<file path="src/rgp_pkg.sv">
// Shared types, constants and helper functions of the radial gradient pixel block.
// No dependencies; rgp_shade and the top refer to it by scoped names.
package rgp_pkg;

    // Fixed-point format: unsigned Q2.FRAC_BITS
    localparam int FRAC_BITS  = 16;
    localparam int Q_W        = FRAC_BITS + 2;
    localparam int ROUND_HALF = 1 << (FRAC_BITS - 1);

    // Texture and pixel sizes
    localparam int MAX_DIM = 4096;
    localparam int DIM_W   = 13;
    localparam int PIX_W   = 12;

    // Configuration port
    localparam int CFG_IDX_W  = 3;
    localparam int CFG_DATA_W = 32;
    localparam int MILLI_W    = 11;

    localparam logic [FRAC_BITS:0] F_ONE = {1'b1, {FRAC_BITS{1'b0}}};
    localparam logic [Q_W-1:0]     Q_ONE = {1'b0, F_ONE};

    // Thousandths to Q format: exact reciprocal multiply for the milli range
    localparam int              MILLI_DIV   = 1000;
    localparam int              MILLI_HALF  = 500;
    localparam int              MQ_SHIFT    = 37;
    localparam longint unsigned MQ_RECIP    =
        ((64'd1 << MQ_SHIFT) + 64'(MILLI_DIV - 1)) / 64'(MILLI_DIV);
    localparam logic [MILLI_W-1:0] OUTER_RESET_MILLI = 11'd1000;

    typedef enum logic [CFG_IDX_W-1:0] {
        CFG_TEX_WIDTH  = 3'd0,
        CFG_TEX_HEIGHT = 3'd1,
        CFG_CIRCLE     = 3'd2,
        CFG_MIDPOINT   = 3'd3,
        CFG_OUTER      = 3'd4,
        CFG_CENTER     = 3'd5,
        CFG_EDGE       = 3'd6
    } t_cfg_idx;

    typedef struct packed {
        logic [PIX_W-1:0] pix_x;
        logic [PIX_W-1:0] pix_y;
    } t_pix_in;

    typedef struct packed {
        logic [7:0] out_red;
        logic [7:0] out_green;
        logic [7:0] out_blue;
        logic [7:0] out_coverage;
        logic       alpha_only;
    } t_pix_out;

    // Per-pixel control handed to the shading stages
    typedef struct packed {
        logic [FRAC_BITS:0] mix;
        logic [FRAC_BITS:0] fade;
        logic               in_mid;
    } t_shade_in;

    // round(milli * ONE / 1000)
    function automatic logic [Q_W-1:0] milli_to_q(input logic [MILLI_W-1:0] milli);
        logic [MILLI_W+FRAC_BITS:0] num;
        logic [63:0]                prod;
        num  = {1'b0, milli, {FRAC_BITS{1'b0}}} + (MILLI_W + FRAC_BITS + 1)'(MILLI_HALF);
        prod = 64'(num) * MQ_RECIP;
        return prod[MQ_SHIFT +: Q_W];
    endfunction

endpackage

</file>
<file path="src/rgp_shade.sv">
// Shading stages: smoothstep fade, colour mix and coverage, three registers deep.
// Depends on rgp_pkg for the fixed-point format and the payload structs.
module rgp_shade (
    input  logic              i_clk,
    input  logic              i_en,
    input  rgp_pkg::t_shade_in i_shade,
    input  logic [31:0]       i_center,
    input  logic [31:0]       i_edge,
    output rgp_pkg::t_pix_out o_pix
);
    localparam int FB    = rgp_pkg::FRAC_BITS;
    localparam int QW    = rgp_pkg::Q_W;
    localparam int T2_W  = 2 * FB + 2;
    localparam int CH_W  = FB + 10;
    localparam int SP_W  = FB + 1 + QW;
    localparam int CV_W  = QW + 8;
    localparam logic [QW-1:0] THREE_ONE = QW'(3) << FB;

    logic [FB:0]   r_t2;
    logic [FB:0]   r_t1;
    logic          r_mid1;
    logic [7:0]    r_ch1 [0:3];
    logic [QW-1:0] r_alpha2;
    logic [7:0]    r_ch2 [0:3];
    rgp_pkg::t_pix_out r_pix;

    logic [T2_W-1:0] t2_prod;
    logic [FB:0]     inv_mix;
    logic [CH_W-1:0] ch_sum [0:3];
    logic [QW-1:0]   fac;
    logic [SP_W-1:0] s_prod;
    logic            alpha_only;
    logic [7:0]      cov_base;
    logic [CV_W-1:0] cov_prod;
    logic [7:0]      cov;

    // Stage one: square the fade and mix each channel
    always_comb begin
        t2_prod = T2_W'(i_shade.fade) * T2_W'(i_shade.fade) + T2_W'(rgp_pkg::ROUND_HALF);
        inv_mix = rgp_pkg::F_ONE - i_shade.mix;
        for (int i = 0; i < 4; i++) begin
            ch_sum[i] = CH_W'(i_center[8*i +: 8]) * CH_W'(inv_mix)
                      + CH_W'(i_edge[8*i +: 8]) * CH_W'(i_shade.mix)
                      + CH_W'(rgp_pkg::ROUND_HALF);
        end
    end

    // Stage two: smoothstep and alpha select
    always_comb begin
        fac    = THREE_ONE - {r_t1, 1'b0};
        s_prod = SP_W'(r_t2) * SP_W'(fac) + SP_W'(rgp_pkg::ROUND_HALF);
    end

    // Stage three: coverage and masking of the colour bytes
    always_comb begin
        alpha_only = i_center == i_edge;
        cov_base   = alpha_only ? i_center[31:24] : r_ch2[3];
        cov_prod   = CV_W'(cov_base) * CV_W'(r_alpha2) + CV_W'(rgp_pkg::ROUND_HALF);
        cov        = cov_prod[FB +: 8];
    end

    always_ff @(posedge i_clk) begin
        if (i_en) begin
            r_t2   <= t2_prod[FB +: FB + 1];
            r_t1   <= i_shade.fade;
            r_mid1 <= i_shade.in_mid;
            for (int i = 0; i < 4; i++) begin
                r_ch1[i] <= ch_sum[i][FB +: 8];
                r_ch2[i] <= r_ch1[i];
            end
            r_alpha2 <= r_mid1 ? rgp_pkg::Q_ONE : s_prod[FB +: QW];
            r_pix.out_coverage <= cov;
            r_pix.alpha_only   <= alpha_only;
            if (alpha_only || (cov == 8'd0)) begin
                r_pix.out_red   <= 8'd0;
                r_pix.out_green <= 8'd0;
                r_pix.out_blue  <= 8'd0;
            end else begin
                r_pix.out_red   <= r_ch2[0];
                r_pix.out_green <= r_ch2[1];
                r_pix.out_blue  <= r_ch2[2];
            end
        end
    end

    assign o_pix = r_pix;

endmodule

</file>
<file path="config.mk">
export PLATFORM = sky130hd
export DESIGN_NAME = rgp_shade
export DESIGN_NICKNAME = d
export VERILOG_FILES = /design/src/rgp_pkg.sv /design/src/rgp_shade.sv
export SDC_FILE = /design/constraint.sdc
export NUM_CORES = 2
export LEC_CHECK = 0
export BUFFER_PORTS_ARGS = -buffer_cell sky130_fd_sc_hd__buf_2
export CAP_MARGIN = 20
export CORE_MARGIN = 2
export CORE_UTILIZATION = 60
export DETAILED_ROUTE_END_ITERATION = 10
export GPL_ROUTABILITY_DRIVEN = 0
export GPL_TIMING_DRIVEN = 1
export PLACE_DENSITY = 0.84
export SETUP_SLACK_MARGIN = 0.02
export SYNTH_ARGS = -nofsm -noshare
export SYNTH_HDL_FRONTEND = slang
export SYNTH_SLANG_ARGS = --single-unit
</file>
<file path="constraint.sdc">
create_clock -name i_clk -period 9.65 [get_ports i_clk]
set_input_delay 1.93 -clock i_clk [delete_from_list [all_inputs] [get_ports i_clk]]
set_output_delay 1.93 -clock i_clk [all_outputs]
set_load 0.05 [all_outputs]
</file>
* Word level (Yosys, flattened, before mapping)
Memories as Yosys holds them, arrays and structs flattened. A register that Yosys moved wholly into a read port is not among the register bits. Index checks and enable logic that the tools add are counted.
Storage, ports and cells: memory bits (writable) 64, register bits after elaboration 62, input port bits 101, output and inout port bits 33, word-level logic and storage cells 38, memories kept 2
Memories:
- r_ch1 | depth 4, bits a word 8, rd ports 4, clocked after Yosys merged registers in 0, wr ports 4, RTL line rgp_shade.sv:22 | logic [7:0] r_ch1 [0:3];
- r_ch2 | depth 4, bits a word 8, rd ports 4, clocked after Yosys merged registers in 3, wr ports 4, RTL line rgp_shade.sv:24 | logic [7:0] r_ch2 [0:3];
Operators by class: equality and inequality tests 1, mux-type cells 3, $add $sub $neg 13, multipliers 11, reduce and logical (&&, ||, !) cells 2
Operators by type and width (number):
- $mul 8x17->24 | 8
- $add 24x16->24 const B | 5
- $add 24x24->24 | 4
- $add 34x16->34 const B | 1
- $mul 17x18->34 | 1
- $add 33x16->33 const B | 1
- $mul 17x17->33 | 1
- $eq 32x32->1 | 1
- $mul 8x18->24 | 1
- $sub 18x18->18 const A | 1
- $sub 17x17->17 const A | 1
- $logic_not 8->1 | 1
- $mux 8 | 1
- $mux 1 | 2
- $logic_or 1x1->1 | 1

* Logic depth before layout (Yosys ltp)
depth after elaboration 6, depth in mapped cells 32

* Least setup slack after synthesis
OpenSTA, ideal clock, no wires.
kind input to register, from in i_shade[18] in the netlist's numbering, to mem r_ch1[2][7], data pin, data required time 9.392 ns, data arrival time 9.400 ns, setup slack -0.009 ns, stages on the path 32, path buffers 4, setup time 0.258 ns, cells stage by stage clkbuf_1 > clkbuf_1 > clkbuf_1 > inv_1 > ha_1 > or3b_4 > or4_4 > nor4_1 > xnor2_1 > clkbuf_1 > nand2_1 > fa_1 > inv_1 > fa_1 > inv_1 > fa_1 > inv_1 > fa_1 > inv_1 > fa_1 > inv_1 > fa_1 > ha_1 > nand4_1 > nor2_1 > o2111ai_1 > o211a_1 > o21ba_2 > o21ai_0 > o41ai_1 > o21ba_2 > xnor2_1
RTL lines:
- start: declaration | RTL line rgp_shade.sv:6 | input rgp_pkg::t_shade_in i_shade,
- end: declaration | RTL line rgp_shade.sv:22

==> impl_results.md <==
* Post-DP HPWL at about 120,000 um
* Post-CTS Setup Inserts at 0
* Post-synth EDFFs at 150
* Slowest CP cell: fa_1
* Core Box Area at approximately 0.098 mm2
* Most Frequent Cell on Critical Path: fa_1
* RSZ-0062 raised after global routing: no
* Worst Setup EP: r_ch1[2][7]
* TritonCTS Buffers at 17
* Post-Route WL at between 100,000 and 150,000 um
* Worst slew margin at 0.2237
* Max Clock Skew at around 0.015 ns
* Synth top area share at 0.4676
* Initial antenna violation count at 8
* CTS tree: done
* TritonCTS sink count at 150
* Stages on the worst setup path at 29
* Share of layout cells above drive strength 1 at 0.05235
* First-pass GRT wire length at ~240,000 um
* Fin crit period at between 9 and 10 ns
* Peak Freq at roughly 110 MHz
* R2R Path End: r_alpha2[11]
* Synth Net Count at around 8,400
* DIE AREA at roughly 0.10 mm2
* Post-route antenna net violation count at 0
* 1st-iter DRT viols at ~3,000
* Post-Syn Area at 0.05917 mm2
* Commonest non-fill, non-tap cell in the layout: inv_1
* Clock Latency Late Sink at 0.47 ns
* Most frequent cells in the layout: inv_1, fa_1, nand2_1
* Top cell family by delay on the critical path: adder cells
* Maxcap violations at 0
* Slew @ Worst Pin at between 1 and 1.5 ns
* Number of global-route vias before repair at roughly 48,000
* I/O Pins at about 130
* Number of distinct library cells after synthesis at just over 60
* Gr ovfl total at 0
* Vias per cell at about 5.6
* R2R depth at 26
* CP bufs+invs at 7
* Initial Util at 0.6030
* Detailed Routing Iterations Pass 1 at 6
* Synth Register Bits at 150
* HP Class: reg2reg
* DRC Markers at 0
* Vias at 42,200
* Synth-to-layout area growth at 4.925%
* R2R Path Start: r_t1[3]
* Outcome: complete, no violations
* Primary FF master, synth: edfxtp_1
* Sum Neg Setup Slack at 0 ns
* Clock-pin slew on the worst setup and hold paths at ~0.080 ns
* Final Net Count at ~8,300
* CTS root buf: clkbuf_16
* Worst endpoint required time at ~9.9 ns
* Worst Setup SP: i_shade[22]
* Seq/Total Area, Yosys at 0.07613
* YS warnings at 0
* Worst Path Arrival at 9.46 ns
* Die Height at around 320 um
* Crit start category: input pin
* Die width at 318.0 um
* Setup violators final at 0
* Final hold viol count at 0
* Avg Cell Area, Syn at between 9 and 10 um2
* Reg2Reg Setup Slack at approximately 1.2 ns
* Leading area contributor after synthesis: fa_1
* H-tree depth at 4
* Top post-synthesis cells by area: fa_1, ha_1, inv_1
* # rows at around 120
* Max incr delay on CP at roughly 0.56 ns
* Min Hold Slack at around 0.42 ns
* Total global routing track utilization at 0.2986
* WL/cell at around 19 um
* Part of the cycle the worst path needs at 0.9575
* Kind of critical path: in2reg
* CP Max Fanout at 9
* CP endpoint kind: flop
* Pins Over Slew Limit at 0
* CTS max path bufs at 2
* Port Buffers at approximately 130
* Async S/R FF share, synth at 0
* Synthesized instance count at roughly 6,300
* Largest net degree at the start of global routing at ~80
## worst register-to-register path, stage by stage (launching register included)
cell	delay (ns)
edfxtp_1	0.48
or3_1	0.45
nor3_1	0.33
nand2b_1	0.16
or2_2	0.34
or3_1	0.35
xor2_1	0.43
buf_4	0.31
nand2_1	0.11
fa_1	0.55
fa_1	0.53
inv_1	0.06
fa_1	0.57
fa_1	0.44
fa_1	0.50
inv_1	0.05
fa_1	0.51
inv_1	0.05
ha_1	0.35
nand2_1	0.09
o21ai_0	0.11
a211o_1	0.34
a311oi_1	0.36
nor2_1	0.15
a31oi_1	0.26
o21bai_1	0.10
mux2_2	0.27
## state kept, by name, summed over array words and instances, names as in the netlist
register	count
r_ch2	32
r_ch1	32
r_t2	17
r_alpha2	18
o_pix	33
r_mid1	1
r_t1	17
## what timing repair did
action | in CTS | in global routing
setup endpoints to repair | 0 | 2
gates resized for setup | 0 | 3
hold buffers | 0 | 0
endpoints found under the hold margin | 0 | 0
## cell usage after synthesis (all sizes together) (33+ instances only)
cell / n
nor2: 82
a21oi: 63
edfxtp: 150
fa: 1382
clkbuf: 282
inv: 1550
ha: 592
xnor2: 134
and2: 666
nand2: 936
nor2b: 86
xor2: 43
o21ai: 33
## through the flow
step | utilization | cells | worst slack, ns | instance area (um2)
4_1_cts | 0.6325 | 7572 | 0.3372 | 62070
6_report | 0.6327 | 7575 | 0.4099 | 62080
3_3_place_gp | 0.6262 | 7540 | 0.1328 | 61450
2_1_floorplan | - | 6306 | 0.05842 | 59170
3_5_place_dp | 0.6262 | 7540 | -0.1275 | 61450
5_1_grt | 0.6327 | 7575 | 0.06568 | 62080
## layer usage
layer / global-route usage / up-vias / routed length (um)
li1: - / 18280 / -
met1: 0.3743 / 21380 / 53990
met2: 0.5077 / 2021 / 69940
met3: 0.05834 / 511 / 12920
met4: 0.1266 / 8 / 6130
met5: 0 / - / 46
## cells by family after synthesis
kind of cell               count (synthesis)  share of synthesized area
and+or+nand+nor                         1910                     0.1587
buffers and inverters                   1855                     0.1182
AOI/OAI and AO/OA                        228                    0.02502
xor gates and xnor gates                 178                    0.02728
DFF                                      150                    0.07613
adders and majority gates               1974                     0.5928
muxes                                     11                   0.001967
## worst min-delay path by stage
stage,from,end,slack [ns],cells past startpoint
floorplan,r_ch1[0][0],r_ch2[0][0],0.40,0
global placement,r_ch1[3][4],r_ch2[3][4],0.40,0
detailed placement,r_ch1[3][0],r_ch2[3][0],0.41,0
CTS,r_ch1[3][6],r_ch2[3][6],0.42,0
global route,r_ch1[3][6],r_ch2[3][6],0.43,0
finish,r_ch1[3][6],r_ch2[3][6],0.42,0
## layout make-up
class / count / area, um2
antenna: 3 / 7.507
clock inverter: 15 / 193.9
inverter: 1550 / 5818
clock buffer: 17 / 425.4
timing repair buffer: 252 / 1690
fill: 7473 / 36050
multi-input combinational: 4301 / 47830
sequential: 150 / 4504
tap: 1287 / 1610
Power is left out: the tool's default activity adds up to more than one toggle a clock period on the data nets, which glitch-free logic cannot reach.
