### src/rgp_divider.sv
// Pipelined restoring divider, one quotient bit per stage, saturating quotient.
// Gives min(floor(num / den), 2**QUO_W - 1). Uses no package items.
module rgp_divider #(
    parameter int NUM_W = 28,
    parameter int DEN_W = 13,
    parameter int QUO_W = 18
) (
    input  logic             i_clk,
    input  logic             i_en,
    input  logic [NUM_W-1:0] i_num,
    input  logic [DEN_W-1:0] i_den,
    output logic [QUO_W-1:0] o_quo
);
    localparam int REM_W = ((NUM_W > DEN_W + QUO_W) ? NUM_W : DEN_W + QUO_W) + 1;

    logic [REM_W-1:0] r_rem [0:QUO_W-1];
    logic [DEN_W-1:0] r_den [0:QUO_W-1];
    logic [QUO_W-1:0] r_quo [0:QUO_W];
    logic             r_sat [0:QUO_W];

    logic [REM_W-1:0] n_rem [0:QUO_W-1];
    logic [DEN_W-1:0] n_den [0:QUO_W-1];
    logic [QUO_W-1:0] n_quo [0:QUO_W];
    logic             n_sat [0:QUO_W];
    logic [REM_W-1:0] trial [1:QUO_W];
    logic             ge    [1:QUO_W];

    // Load the dividend and flag quotients that overflow the result width
    always_comb begin
        n_rem[0] = REM_W'(i_num);
        n_den[0] = i_den;
        n_quo[0] = '0;
        n_sat[0] = REM_W'(i_num) >= (REM_W'(i_den) << QUO_W);
        for (int j = 1; j <= QUO_W; j++) begin
            trial[j] = REM_W'(r_den[j-1]) << (QUO_W - j);
            ge[j]    = r_rem[j-1] >= trial[j];
            n_quo[j] = ge[j] ? (r_quo[j-1] | (QUO_W'(1) << (QUO_W - j))) : r_quo[j-1];
            n_sat[j] = r_sat[j-1];
        end
        for (int j = 1; j < QUO_W; j++) begin
            n_rem[j] = ge[j] ? (r_rem[j-1] - trial[j]) : r_rem[j-1];
            n_den[j] = r_den[j-1];
        end
    end

    // Advance all stages together
    always_ff @(posedge i_clk) begin
        if (i_en) begin
            for (int j = 0; j < QUO_W; j++) begin
                r_rem[j] <= n_rem[j];
                r_den[j] <= n_den[j];
            end
            for (int j = 0; j <= QUO_W; j++) begin
                r_quo[j] <= n_quo[j];
                r_sat[j] <= n_sat[j];
            end
        end
    end

    assign o_quo = r_sat[QUO_W] ? '1 : r_quo[QUO_W];

endmodule

### config.mk
export PLATFORM = sky130hd
export DESIGN_NAME = rgp_divider
export DESIGN_NICKNAME = d
export VERILOG_FILES = /design/src/rgp_divider.sv
export SDC_FILE = /design/constraint.sdc
export NUM_CORES = 1
export LEC_CHECK = 0
export BUFFER_PORTS_ARGS = -buffer_cell sky130_fd_sc_hd__buf_4
export CAP_MARGIN = 20
export CORE_ASPECT_RATIO = 1.2
export CORE_MARGIN = 4
export CORE_UTILIZATION = 53
export DETAILED_ROUTE_END_ITERATION = 7
export PLACE_DENSITY = 0.78
export SYNTH_ARGS = -nofsm -noshare
export SYNTH_HDL_FRONTEND = slang
export SYNTH_SLANG_ARGS = --single-unit
### constraint.sdc
create_clock -name i_clk -period 4.4 [get_ports i_clk]
set_clock_uncertainty 0.1 [all_clocks]
set_input_delay 0.44 -clock i_clk [delete_from_list [all_inputs] [get_ports i_clk]]
set_output_delay 0.44 -clock i_clk [all_outputs]
set_load 0.01 [all_outputs]
=== Yosys cells after proc, flatten, opt, wreduce, memory -nomap -nowiden ===
Memories as Yosys holds them, arrays and structs flattened.
Cells that the tools add are included.

* Register bits after elaboration: 0
* RAM bits: 1171
* Output and inout bits: 18
* Word-level logic and storage cells: 78
* Memories: 4

* Add/sub/neg operators: 17
* $lt $le $gt $ge: 19
* Mux-type cells: 38

{| class="wikitable"
|+ Memories
! memory !! depth !! bits a word !! rd ports !! clocked after Yosys merged registers in !! wr ports !! RTL line !! RTL
|-
| r_rem || 18 || 32 || 18 || 0 || 18 || 16 || <nowiki>logic [REM_W-1:0] r_rem [0:QUO_W-1];</nowiki>
|-
| r_quo || 19 || 18 || 19 || 0 || 19 || 18 || <nowiki>logic [QUO_W-1:0] r_quo [0:QUO_W];</nowiki>
|-
| r_den || 18 || 13 || 18 || 0 || 18 || 17 || <nowiki>logic [DEN_W-1:0] r_den [0:QUO_W-1];</nowiki>
|-
| r_sat || 19 || 1 || 19 || 0 || 19 || 19 || <nowiki>logic r_sat [0:QUO_W];</nowiki>
|}

{| class="wikitable"
|+ Operators with widths
! cell !! number
|-
| two-way mux 32 bit || 17
|-
| two-way mux 18 bit || 2
|-
| greater-or-equal comparator 32 x 13 -> 1 bit || 1
|-
| greater-or-equal comparator 32 x 14 -> 1 bit || 1
|-
| greater-or-equal comparator 32 x 15 -> 1 bit || 1
|-
| greater-or-equal comparator 32 x 16 -> 1 bit || 1
|-
| greater-or-equal comparator 32 x 17 -> 1 bit || 1
|-
| greater-or-equal comparator 32 x 18 -> 1 bit || 1
|-
| greater-or-equal comparator 32 x 19 -> 1 bit || 1
|-
| greater-or-equal comparator 32 x 20 -> 1 bit || 1
|-
| greater-or-equal comparator 32 x 21 -> 1 bit || 1
|-
| greater-or-equal comparator 32 x 22 -> 1 bit || 1
|-
| greater-or-equal comparator 32 x 23 -> 1 bit || 1
|-
| greater-or-equal comparator 32 x 24 -> 1 bit || 1
|-
| greater-or-equal comparator 32 x 25 -> 1 bit || 1
|-
| greater-or-equal comparator 32 x 26 -> 1 bit || 1
|-
| greater-or-equal comparator 32 x 27 -> 1 bit || 1
|-
| greater-or-equal comparator 32 x 28 -> 1 bit || 1
|-
| greater-or-equal comparator 32 x 29 -> 1 bit || 1
|-
| greater-or-equal comparator 32 x 30 -> 1 bit || 1
|-
| subtractor 32 x 14 -> 32 bit || 1
|-
| subtractor 32 x 15 -> 32 bit || 1
|-
| subtractor 32 x 16 -> 32 bit || 1
|-
| subtractor 32 x 17 -> 32 bit || 1
|-
| other kinds (31) || 33
|}

=== Longest topological paths before layout ===
Gate-level depths: netlist of the first run.
An unclocked memory read counts as a cell.

* Word-level depth: 3
* Mapped depth: 13
* Mapped depth without buffers: 12

=== Worst setup path after synthesis of the first run ===
No wires, ideal clock.

* Kind: reg-to-reg
* Start: memory r_rem[0][18] in the netlist's numbering
* End: memory r_rem[1][24] in the netlist's numbering (data pin)
* Setup time: 260 ps
* Data arrival time: 3076 ps
* Path slack: 964 ps
* Cell stages (with the launch flop): 10
* Path buffers: 1
* Cell sequence: edfxtp_1 -> ha_1 -> nor2b_1 -> o21ai_0 -> a21oi_1 -> nor3_1 -> nor3_1 -> o41ai_1 -> clkbuf_1 -> mux2_2

{| class="wikitable"
|+ RTL lines
! element !! RTL line
|-
| start: declaration || 16
|}

==> results.cfg, run 1 <==
[cells_and_area]
postLayoutCellArea_sq_um = 53900
drive_gt1_frac = 0.08441
layout.cells.non_filler = 5199
diodes = 0
final_common_cell = edfxtp_1
most-common-layout-cells = 996 x edfxtp_1, 328 x inv_1, 242 x ha_1, 235 x nor2_1, 232 x nand2_1
area_growth_pct = 12.04
final_util = 0.6014
fin_nets = 4259

[placed_design]
hpwl_um = 64930
gp_congestion = 0.9222
port_buffers = 60
dpl_cell_area_sq_um = 50180
dp_cells = 4972
post-place-ws_ns = 0.6904

[setup_path]
end_kind = register
rr_startpoint = r_rem[8][9]
rr_worst_depth = 11
startpoint = r_rem[8][9]
path_common_cell = inv_1
crit_type = reg2reg
cp-start-kind = register
slowest_stage = a211oi_1
reg2reg_to = r_rem[9][27]
crit_fanout = 4
crit_required_ns = 4.69
path_cells = inv_1 > ha_1 > inv_1 > fa_1 > a21oi_1 > o21ai_0 > a211oi_1 > o311ai_0 > or2_2 > nor4b_1 > xor2_1
cp-endpoint = r_rem[9][27]
r2r_slack_ns = 0.64
crit_arrival_ns = 4.05
crit_path_max_incr_delay_ns = 0.65

[yosys]
syn-cell-area_sq_um = 48110
synth_fa_ha_area_frac = 0.07001
synth_top_area_share = 0.6217
synth-edff-count = 996
synth_top_family_by_area = simple AND/OR/NAND/NOR gates
syn-num-nets = 4078
yosys_most_used_dff = edfxtp_1
yosys.area_share.xor_xnor = 0.05607
yosysTopAreaCell = edfxtp_1
synth_seq_area_share = 0.6217
syn_inst = 3776
synth_area_leaders = edfxtp_1 62%, ha_1 6.3%, xnor2_1 3.4%
muxShareOfSynthArea = 0.01420
synth_compound_area_frac = 0.09691
async_flop_share = 0
syn_area_per_cell_sq_um = 12.74
ys_warn_count = 0
ys_types = 80
synth-simple-area-share = 0.1103
ys_ff_latch = 996

[hold_path]
hp-class = in2reg

[sta]
rsz0062_at_grt = no
min_period_ns = 3.758
slew_violations = 0
hold_viol = 0
setup_total_negative_slack_ns = 0
fmax_mhz = 266.1
slew_headroom = 0.3282
hold_ws_ns = 0.09771
post-route-worst-setup-slack_ns = 0.6423
setup_viol = 0
period_share = 0.8540
worst_slew_pin_slew_ns = 1.000

[floorplanning]
dieWidth_um = 283.0
core_sq_um = 89640
io_pins = 61
rows = 120
chipHeight_um = 338.0
start_util = 0.5367
die-area_sq_um = 95670

[grt]
antenna_found_initial = 0
grt_usage = 0.1876
grt_max_degree = 137
grt_pass1_vias = 31147
overflow = 0
grt_pass1_wl_um = 146200

[route]
ant_nets = 0
routedWlPerCell_um = 17.53
drc = 0
drt_iter0_drc = 1523
drtPass1Iterations = 5
vias_per_cell = 5.672
routed_wl_um = 91130
via_count = 29491

[power]
p_leak_nw = 20.21
p_total_mw = 30.16
power_density_nw_per_um2 = 559.5
ir_drop_mv = 0.4427

[cts]
clock_sinks = 996
ctsRootBufferMaster = clkbuf_16
cts_buffers = 100
cts.htree.levels = 3
clk_latency_ns = 0.66
tritoncts = done
clk_pin_slew_ns = 0.06
clockBufferDepth = 3

[job]
drv_cap = 0

[status]
status = complete, no violations
[kinds of logic (layout without fill, tap and decap cells)]
group | after synthesis | in the layout
xor+xnor | 308 | 308
fa+ha+maj | 259 | 259
compound gates | 743 | 743
buf+inv | 391 | 655
flops | 996 | 996
simple gates | 1019 | 1019
mux | 60 | 60
[layer usage]
| metal | track usage | wire, um | share of wire |
|---|---|---|---|
| met1 | 0.1532 | 29000 | 0.32 |
| met5 | 0 | 0 | 0 |
| met2 | 0.4017 | 53340 | 0.59 |
| met3 | 0.02434 | 2624 | 0.029 |
| met4 | 0.1271 | 6157 | 0.068 |
[critical path: cells and delay by family, from the launching register on]
family / cells / cell delay, ns
and+or+nand+nor: 2 / 0.76
AOI/OAI and AO/OA: 4 / 1.44
adders and majority gates: 2 / 0.56
xor gates and xnor gates: 1 / 0.11
buffers and inverters: 2 / 0.14
DFF: 1 / 0.37
[cells in the mapped netlist, drive strengths merged, types with 8 or more instances]
cell type,count
nor4,71
nor4b,27
nand2b,30
xor2,123
o21ai,190
o31ai,22
or3,40
ha,242
nor3b,12
nand4b,12
nand3,75
a211o,10
xnor2,185
nand2,232
or4,18
and2,12
o21bai,17
nor2b,49
a211oi,21
o31a,9
o2111ai,9
nand3b,28
a21oi,225
and3,26
nor3,63
or4b,8
buf,12
inv,328
a31oi,34
o21a,42
edfxtp,996
o211ai,9
mux2,51
nand4,35
or2,29
nor2,235
fa,17
a2111oi,10
mux2i,9
a21o,71
a21boi,8
clkbuf,51
[power by group]
| part | switching, mW | total, mW | leakage (nW) | internal [mW] |
|---|---|---|---|---|
| Sequential | 0.977 | 13.5 | 9.58 | 12.6 |
| Combinational | 4.60 | 8.13 | 9.03 | 3.53 |
| Clock | 3.51 | 8.48 | 1.61 | 4.97 |
[repair_timing]
item,4_1_cts,5_1_grt
gates resized for setup,0,0
hold buffers,41,0
setup buffers,0,0
hold endpoints to repair,41,0
[worst min-delay path by stage]
stage / end / depth (start not counted) / slack (ns) / startpoint
floorplan: r_quo[10][10] / 0 / 0.30 / r_quo[9][10]
global placement: r_quo[15][15] / 0 / 0.30 / r_quo[14][15]
detailed placement: r_quo[10][16] / 0 / 0.30 / r_quo[9][16]
CTS: r_sat[1] / 1 / 0.08 / i_en
global route: r_den[0][10] / 1 / 0.1 / i_en
finish: r_den[0][12] / 1 / 0.1 / i_en
[state kept, by name (all words and copies together) (netlist names)]
signal,cells
r_quo,171
r_sat,19
r_rem,572
r_den,234
[cell type report]
class	instances	area (sq um)
Inverter	328	1231
Timing Repair Buffer	142	1267
Clock buffer	115	2580
Tap cell	1159	1450
Fill cell	6547	35730
Clock inverter	70	724.4
Multi-Input combinational cell	2389	16740
Sequential cell	996	29910
No activity file was read; power rests on OpenSTA's default activity.
==> inputs of run 2 (changes only) <==
- clock period: 4.4 -> 4.05 ns (I/O delays scaled with it)
==> results.cfg, run 2 (same netlist as run 1, synthesis figures left out) <==
[floorplanning]
io_pins = 61
start_util = 0.5367
rows = 120
dieWidth_um = 283.0
die-area_sq_um = 95670
chipHeight_um = 338.0
core_sq_um = 89640

[cts]
clk_latency_ns = 0.67
cts_buffers = 98
cts.htree.levels = 3
clock_sinks = 996
ctsRootBufferMaster = clkbuf_16
clockBufferDepth = 3
clk_pin_slew_ns = 0.06
tritoncts = done

[route]
routed_wl_um = 91660
vias_per_cell = 5.689
ant_nets = 0
drtPass1Iterations = 6
drc = 0
via_count = 29655
routedWlPerCell_um = 17.58
drt_iter0_drc = 1659

[sta]
period_share = 0.9170
slew_violations = 0
slew_headroom = 0.3517
setup_viol = 0
hold_viol = 0
worst_slew_pin_slew_ns = 0.9724
min_period_ns = 3.714
rsz0062_at_grt = no
post-route-worst-setup-slack_ns = 0.3362
setup_total_negative_slack_ns = 0
fmax_mhz = 269.3
hold_ws_ns = 0.09037

[power]
p_leak_nw = 20.28
p_int_mw = 22.70
combPwrFrac = 0.273
clockPowerShare = 0.276
seq_power_share = 0.451
p_sw_mw = 9.910
p_total_mw = 32.61
ir_drop_mv = 0.3901
power_density_nw_per_um2 = 603.6
swShare = 0.3039

[hold_path]
hold_start = i_en
hp-class = in2reg

[job]
drv_cap = 0

[cells_and_area]
diodes = 0
fin_nets = 4280
area_growth_pct = 12.29
regMostFlops = r_rem
largest_register_ffs = 572
top_regs = r_rem (572), r_den (234), r_quo (171)
most-common-layout-cells = 996 x edfxtp_1, 328 x inv_1, 242 x ha_1, 235 x nor2_1, 232 x nand2_1
final_common_cell = edfxtp_1
layout.cells.non_filler = 5213
postLayoutCellArea_sq_um = 54020
final_util = 0.6027
drive_gt1_frac = 0.09028

[setup_path]
startpoint = r_rem[4][13]
r2r_slack_ns = 0.34
cp-endpoint = r_rem[5][27]
reg2reg_to = r_rem[5][27]
cp-start-kind = register
end_kind = register
crit_required_ns = 4.35
crit_arrival_ns = 4.02
rr_worst_depth = 11
crit_fanout = 4
rr_startpoint = r_rem[4][13]
crit_type = reg2reg

[grt]
grt_usage = 0.1897
grt.met3_usage = 0.02313
grt_busiest_layer = met2
grt_pass1_wl_um = 147600
use_met2 = 0.4055
antenna_found_initial = 0
overflow = 0
grt_max_degree = 125
grt_pass1_vias = 31495
grt_use_met1 = 0.1543

[placed_design]
hpwl_um = 66290
post-place-ws_ns = 0.3955
dpl_cell_area_sq_um = 50410
gp_congestion = 0.9262
dp_cells = 4995
port_buffers = 60

[status]
status = complete, no violations
[run 2: worst max-delay path, cell delays in order (launching register included)]
cell	delay, ns
edfxtp_1	0.40
inv_1	0.08
ha_1	0.16
inv_1	0.06
fa_1	0.44
a211oi_1	0.42
o21ai_0	0.28
a221oi_1	0.54
o21ai_0	0.36
nand2_1	0.19
nor4b_1	0.30
xor2_1	0.11
[run 2: power groups by stage]
| stage | sequential [mW] | clock, mW | combinational (mW) |
|---|---|---|---|
| 6_report | 14.7 | 8.99 | 8.90 |
| 5_1_grt | 14.9 | 9.64 | 9.88 |
| 3_5_place_dp | 14.9 | 0 | 8.75 |
| 4_1_cts | 14.7 | 9.18 | 8.85 |
| 3_3_place_gp | 14.8 | 0 | 8.48 |
| 2_1_floorplan | 14.5 | 0 | 6.62 |
[run 2: area by class of cell]
cell class | count | area, sq um
flip-flops and latches | 996 | 29910
inverters | 328 | 1231
multi-input cells | 2389 | 16740
fillers | 6570 | 35610
well taps | 1159 | 1450
clock buffers | 117 | 2545
repair buffers | 165 | 1503
clock inverters | 59 | 644.4
[run 2: what timing repair did]
item	4_1_cts	5_1_grt
hold endpoints to repair	41	0
hold buffers	41	0
setup buffers	0	0
gates resized for setup	0	0
[run 2: how the worst min path moves through the flow]
| stage | slack (ns) | to | cells past startpoint |
|---|---|---|---|
| finish | 0.09 | r_sat[1] | 1 |
| global route | 0.12 | r_sat[1] | 1 |
| CTS | 0.11 | r_sat[1] | 1 |
| detailed placement | 0.30 | r_quo[11][9] | 0 |
| global placement | 0.30 | r_quo[15][12] | 0 |
| floorplan | 0.30 | r_quo[10][10] | 0 |
[run 2: metal layers]
metal | part of all wire | routed length [um]
met1 | 0.32 | 28960
met2 | 0.59 | 53740
met3 | 0.029 | 2644
met4 | 0.069 | 6317
met5 | 0 | 0
